===== src/hdl/dbd_pkg.sv =====
// ----------------------------------------------------------------------------
// dbd_pkg: shared types and constants for the detector box decoder
// Field widths, register indexes, register reset values and the pipeline
// control bundle handed to the per-axis datapath.
// ----------------------------------------------------------------------------
package dbd_pkg;

	localparam int MAX_CLASSES_DEF = 128;

	localparam int COORD_W    = 16;  // Q12.4 center and size
	localparam int SCORE_W    = 16;  // Q0.16 class score
	localparam int SCALE_W    = 16;  // Q8.8 scale factor
	localparam int FRAME_W    = 14;  // frame size in pixels
	localparam int EDGE_W     = 13;  // left / top
	localparam int LEN_W      = 14;  // width / height
	localparam int CLASS_ID_W = 7;

	localparam int CFG_IDX_W  = 3;
	localparam int CFG_DATA_W = 16;

	localparam int S_DATA_W = 80;
	localparam int M_DATA_W = 80;

	// Register indexes on the configuration port
	localparam logic [CFG_IDX_W-1:0] REG_CONF_LIMIT = 3'd0;
	localparam logic [CFG_IDX_W-1:0] REG_FRAME_W    = 3'd1;
	localparam logic [CFG_IDX_W-1:0] REG_FRAME_H    = 3'd2;
	localparam logic [CFG_IDX_W-1:0] REG_SCALE_X    = 3'd3;
	localparam logic [CFG_IDX_W-1:0] REG_SCALE_Y    = 3'd4;

	localparam logic [SCORE_W-1:0] CONF_LIMIT_RST = 16'd16384;
	localparam logic [FRAME_W-1:0] FRAME_W_RST    = 14'd640;
	localparam logic [FRAME_W-1:0] FRAME_H_RST    = 14'd640;
	localparam logic [SCALE_W-1:0] SCALE_X_RST    = 16'd256;
	localparam logic [SCALE_W-1:0] SCALE_Y_RST    = 16'd256;

	// Frame sizes above this act as this
	localparam logic [FRAME_W-1:0] FRAME_MAX = 14'd8192;

	typedef struct packed {
		logic ld_s2;
		logic ld_s3;
		logic ld_out;
	} pipe_ctl_t;

endpackage


===== src/hdl/dbd_axis.sv =====
// ----------------------------------------------------------------------------
// dbd_axis: one axis of the box transform
// Scales the box start edge and extent into frame pixels, truncates toward
// zero and clamps both into the frame. Three register stages.
// ----------------------------------------------------------------------------
module dbd_axis (
	input  logic                                   clk,
	input  dbd_pkg::pipe_ctl_t                     ctl,
	input  logic signed [dbd_pkg::COORD_W-1:0]     center,
	input  logic signed [dbd_pkg::COORD_W-1:0]     size,
	input  logic        [dbd_pkg::SCALE_W-1:0]     scale,
	input  logic        [dbd_pkg::FRAME_W-1:0]     frame,
	output logic        [dbd_pkg::EDGE_W-1:0]      edge_pos,
	output logic        [dbd_pkg::LEN_W-1:0]       length
);

	// 2*center - size in Q.4, that is center - size/2 in Q.5
	logic signed [17:0] diff;
	logic signed [34:0] pe_s2;
	logic signed [32:0] pl_s2;

	logic signed [34:0] pe_rnd;
	logic signed [32:0] pl_rnd;
	logic signed [21:0] e_div;
	logic signed [20:0] l_div;
	logic [dbd_pkg::FRAME_W-1:0] f_lim;
	logic [dbd_pkg::FRAME_W-1:0] f_m1;
	logic [dbd_pkg::EDGE_W-1:0]  e_clamp;

	logic [dbd_pkg::EDGE_W-1:0]  edge_s3;
	logic signed [20:0]          len_s3;
	logic [dbd_pkg::FRAME_W-1:0] f_s3;

	logic [dbd_pkg::FRAME_W-1:0] rem;
	logic [dbd_pkg::LEN_W-1:0]   len_c;

	assign diff = {center[15], center, 1'b0} - {{2{size[15]}}, size};

	always_ff @(posedge clk) begin
		if (ctl.ld_s2) begin
			pe_s2 <= diff * $signed({1'b0, scale});
			pl_s2 <= size * $signed({1'b0, scale});
		end
	end

	// Truncate toward zero: bias negatives before the arithmetic shift
	assign pe_rnd = pe_s2 + (pe_s2[34] ? 35'sd8191 : 35'sd0);
	assign pl_rnd = pl_s2 + (pl_s2[32] ? 33'sd4095 : 33'sd0);
	assign e_div  = $signed(pe_rnd[34:13]);
	assign l_div  = $signed(pl_rnd[32:12]);

	assign f_lim = (frame > dbd_pkg::FRAME_MAX) ? dbd_pkg::FRAME_MAX : frame;
	assign f_m1  = (f_lim == '0) ? '0 : f_lim - 14'd1;

	always_comb begin
		if (e_div[21])
			e_clamp = '0;
		else if (e_div > $signed({8'b0, f_m1}))
			e_clamp = f_m1[12:0];
		else
			e_clamp = e_div[12:0];
	end

	always_ff @(posedge clk) begin
		if (ctl.ld_s3) begin
			edge_s3 <= e_clamp;
			len_s3  <= l_div;
			f_s3    <= f_lim;
		end
	end

	// Extent is capped by what is left of the frame, then floored at one
	assign rem = f_s3 - {1'b0, edge_s3};

	always_comb begin
		if (len_s3 > $signed({7'b0, rem}))
			len_c = (rem == '0) ? 14'd1 : rem;
		else if (len_s3 < 21'sd1)
			len_c = 14'd1;
		else
			len_c = len_s3[13:0];
	end

	always_ff @(posedge clk) begin
		if (ctl.ld_out) begin
			edge_pos <= edge_s3;
			length   <= len_c;
		end
	end

endmodule


===== config.mk =====
export PLATFORM = sky130hd
export DESIGN_NAME = dbd_axis
export DESIGN_NICKNAME = d
export VERILOG_FILES = /design/src/hdl/dbd_pkg.sv /design/src/hdl/dbd_axis.sv
export SDC_FILE = /design/constraint.sdc
export NUM_CORES = 2
export LEC_CHECK = 0
export ABC_AREA = 1
export BUFFER_PORTS_ARGS = -buffer_cell sky130_fd_sc_hd__buf_4
export CORE_MARGIN = 2
export CORE_UTILIZATION = 55
export CTS_CLUSTER_DIAMETER = 150
export DETAILED_ROUTE_END_ITERATION = 12
export GPL_TIMING_DRIVEN = 0
export PLACE_DENSITY = 0.72
export REMOVE_ABC_BUFFERS = 1
export SYNTH_ARGS = -nofsm -noshare
export SYNTH_HDL_FRONTEND = slang
export SYNTH_SLANG_ARGS = --single-unit
export TNS_END_PERCENT = 10

===== constraint.sdc =====
create_clock -name clk -period 9 [get_ports clk]
set_input_delay 0.9 -clock clk [delete_from_list [all_inputs] [get_ports clk]]
set_output_delay 0.9 -clock clk [all_outputs]
set_load 0.1 [all_outputs]

After elaboration in Yosys (flattened, before gate mapping). Cells that the tools add are included.

Add/subtract/negate cells: 5. Multiply operators: 2. Magnitude comparators: 4. Multiplexer cells: 8. Reduce and logical (&&, ||, !) cells: 2.

Operators with widths (number): $mux 14 (5); $add 35x14->35 (1); $mul 18x17->35 (1); $add 33x13->33 (1); $mul 16x17->33 (1); $logic_not 14->1 (2); $mux 13 (2); $gt 22x15->1 (1); $gt 21x15->1 (1); $lt 21x2->1 const B (1); $sub 17x16->18 (1); $gt 14x14->1 const B (1); $sub 14x1->14 const B (1); $sub 14x13->14 (1); $mux 12 (1).

Register bits: 143. Input bits: 66. Word-level logic and storage cells: 28.

Longest topological paths before layout.
Word-level depth: 6. Depth in mapped cells: 38. Gate-level depth less buffers: 36.

Worst setup path after synthesis. Ideal clock, no wire load.

Path type: input to register. Start point: in size[15] (netlist bit). End point: reg pe_s2[34] (data pin). Library setup time: 258 ps. Arrival time: 7816 ps. Required time: 8742 ps. Path slack: 926 ps. Cell stages on the path: 28. Cell sequence: clkbuf_1 > clkinv_1 > ha_1 > inv_1 > nor3_1 > nand4_1 > o221ai_1 > or2_2 > nand2_1 > nor2_1 > fa_1 > fa_1 > buf_1 > inv_1 > fa_1 > fa_1 > inv_1 > fa_1 > inv_1 > fa_1 > inv_1 > ha_1 > a21oi_1 > o21ai_0 > a21oi_1 > o21ai_0 > o21ai_0 > nand2_1.

Longest elaborated chain between the ends: 2.

RTL lines: start: declaration (RTL line dbd_axis.sv:10) `input logic signed [dbd_pkg::COORD_W-1:0] size,`; $sub 17x16->18 (RTL line dbd_axis.sv:37) `assign diff = {center[15], center, 1'b0} - {{2{size[15]}}, size};`; $mul 18x17->35 (RTL line dbd_axis.sv:41) `pe_s2 <= diff * $signed({1'b0, scale});`; end signal: assignment (RTL line dbd_axis.sv:41); end: declaration (RTL line dbd_axis.sv:19) `logic signed [34:0] pe_s2;`.

Every way passes these cells. A chain may end at the register's enable or synchronous reset.

Final worst setup path. Same ends and word-level chain as after synthesis.

==> results.py <==
metrics = {
    "outcome": {
        "status": "completed",
    },
    "critical_path": {
        "rrSetupSlack_ns": 4.88,
        "crit_fanout": 13,
        "end_kind": "flop",
        "regToRegEndpoint": "edge_s3[0]",
        "critPathTopFamily": "adder cells",
        "required_ns": 9.18,
        "max_stage_delay_ns": 0.83,
        "critPathLaunchType": "input pin",
        "arrival_ns": 8.63,
        "worstSetupPathType": "in2reg",
        "crit_path_frequent_cell": "inv_1",
        "timing.rr.start": "pe_s2[34]",
        "worst_path_max_delay_cell": "fa_2",
        "crit_cells": 30,
        "rr_worst_depth": 26,
        "cp_num_buf_inv": 9,
    },
    "die": {
        "num_rows": 84,
        "core_area_um2": 52800,
        "io-pin-count": 93,
        "die_h_um": 236,
        "die-area_um2": 55500,
        "initial_core_util_pct": 55.9,
        "die_w_um": 236,
    },
    "global_route": {
        "grt_pass1_vias": 23384,
        "grt_pass1_wl_mm": 117,
        "grt_max_degree": 68,
        "antenna_found_initial": 1,
        "grt_usage_pct": 26.4,
        "grt.overflow.total": 0,
    },
    "sta": {
        "fmax_ghz": 0.118,
        "fin_crit_sh_pct": 93.9,
        "fin_setup_tns_ns": 0,
        "rsz0062_at_grt": "no",
        "hold_violations": 0,
        "setup_violations": 0,
        "timing.slew.headroom_pct": 12.0,
        "worstMarginPinSlew_ns": 1.31,
        "skew_ns": 0.00585,
        "slew_violations": 0,
        "min_period_ns": 8.45,
    },
    "final_layout": {
        "layout-drive-gt1-share_pct": 5.32,
        "post-route-util_pct": 59.2,
        "area_growth_pct": 5.83,
        "layout_commonest_cell": "inv_1",
        "layout_common_cells": "inv_1 (947), nand2_1 (710), fa_1 (482)",
        "layout.nets": 4496,
    },
    "logic_synthesis": {
        "ys_types": 51,
        "synthCells": 3645,
        "syn_area_per_cell_um2": 8.09,
        "netlist_top_cells_area": "fa_1 (33%), edfxtp_1 (14%), ha_1 (12%)",
        "syn_area_um2": 29500,
        "ys_ff_latch": 142,
        "yosysWarnings": 0,
        "async_reset_ff_share_pct": 0,
        "synth_top_cell_by_area": "fa_1",
        "seq_area_frac_synth_pct": 14.5,
        "ys.flop_type": "edfxtp_1",
        "yosys.area.top_type_share_pct": 32.8,
        "synth_edf_count": 142,
    },
    "detailed_routing": {
        "ant_nets": 0,
        "via_count": 22868,
        "vias_per_cell": 5.25,
        "drt_iter0_drc": 1449,
        "drt_wl_total_mm": 70.6,
        "wl_per_cell_um": 16.2,
        "drc": 0,
        "first_pass_iters": 5,
    },
    "hold_path": {
        "holdCritStartpoint": "edge_s3[6]",
        "holdPathEnd": "edge_pos[6]",
        "hold_depth": 0,
        "hold_class": "reg2reg",
    },
    "run": {
        "max_cap_violations": 0,
    },
    "clock_network": {
        "clk_pin_slew_ns": 0.06,
        "cts_tree": "done",
        "clk_latency_ns": 0.44,
        "h-tree-depth": 4,
        "cts_root_buf": "clkbuf_16",
        "cts_buffer_depth": 2,
        "cts_buffers": 17,
        "cts_sinks": 142,
    },
    "place": {
        "port_buffers": 92,
        "gp_congestion": 0.915,
        "hpwl_mm": 57.8,
    },
}
==> cells in the mapped netlist, types with 2 or more instances <==
cell type,count
nand2_1,710
inv_1,947
o21bai_1,9
or2_2,43
a21boi_0,3
o211ai_1,5
inv_2,4
buf_1,4
nor2_2,2
clkbuf_1,86
o21ai_0,82
a31oi_1,9
nor4_1,10
o221ai_1,3
o21a_1,7
o31ai_1,5
nand3b_1,2
fa_1,483
buf_4,3
xnor2_1,36
buf_2,9
nor3_1,32
a221oi_1,2
nand4_1,28
o21ai_2,2
nand3_1,125
ha_1,293
a21o_1,9
o21ai_1,4
and3_1,5
or2_1,3
nor2_1,281
a211oi_1,3
o22ai_1,2
clkinv_1,5
and2_1,3
xor2_1,80
nor3_2,4
nor2_4,2
a21oi_1,145
nand2_2,4
edfxtp_1,142
==> repair_timing <==
item,in CTS,in global routing
setup buffers,0,0
resized for setup,0,5
hold buffers,0,0
endpoints found under the setup margin,0,6
==> state kept, by name, summed over array words and instances, names as in the netlist <==
register and cells:
len_s3 21, f_s3 14, length 14, pe_s2 35, pl_s2 32, edge_pos 13, edge_s3 13
==> layer usage <==
metal | GRT usage (%) | wire length (µm) | vias up
li1 | - | - | 10979
met1 | 35.2 | 30100 | 10957
met2 | 44.2 | 33200 | 820
met3 | 4.85 | 5560 | 112
met4 | 7.39 | 1680 | 0
met5 | 0 | 0 | -
==> per-stage QoR <==
stage | worst slack [ns] | cells | hold WS [ns] | cell area (µm²)
after CTS | 0.110 | 4355 | 0.459 | 31200
final | 0.548 | 4356 | 0.459 | 31200
after detailed placement | -0.331 | 4323 | 0.443 | 30600
after floorplan | 1.30 | 3542 | 0.426 | 29100
after global placement | -0.195 | 4322 | 0.434 | 30600
after global routing | 0.0596 | 4355 | 0.483 | 31200
==> final cells by class <==
| class | count | area, µm² |
|---|---|---|
| fillers | 4755 | 21500 |
| multi-input cells | 2444 | 21300 |
| flip-flops and latches | 142 | 4260 |
| inverters | 956 | 3590 |
| well taps | 688 | 861 |
| repair buffers | 93 | 698 |
| clock buffers | 17 | 425 |
| clock inverters | 15 | 125 |
| diodes | 1 | 2.50 |
==> worst max-delay path by stage <==
stage                           end     start  slack (ns)
after global placement    pe_s2[34]  size[15]       -0.19
after detailed placement  pe_s2[34]  size[15]       -0.33
after floorplan           pe_s2[34]  size[15]        1.30
final                     pe_s2[34]  size[15]        0.55
after global routing      pe_s2[34]  size[15]        0.06
after CTS                 pe_s2[34]  size[15]        0.11
==> cells by family after synthesis <==
logic type	share of synthesized area (%)
xor gates and xnor gates	3.44
AOI/OAI and AO/OA	5.47
buffers and inverters	13.6
DFF	14.5
and+or+nand+nor	17.9
adders and majority gates	45.2
==> worst reg2reg max path, stage by stage, from the launching register on <==
cell and delay, ns:
edfxtp_1 0.64, ha_1 0.45, nand2_1 0.11, nor2_1 0.19, and2_1 0.15, nand2_1 0.07
nand2_2 0.13, nand2_1 0.12, nor2_1 0.15, nor2_1 0.06, a21oi_1 0.21, ha_1 0.27
nand2_1 0.08, nor2_1 0.06, o21ai_0 0.06, nand3_1 0.08, nand2_1 0.06, nand2_1 0.04
nand2_1 0.05, nand2_1 0.04, nand2_1 0.06, nand2_1 0.05, nand2_1 0.16, nand3_4 0.25
nand2_1 0.13, nand2_1 0.05, nor2_1 0.23
Power is left out: the tool's default activity adds up to more than one toggle a clock period on the data nets, which glitch-free logic cannot reach.
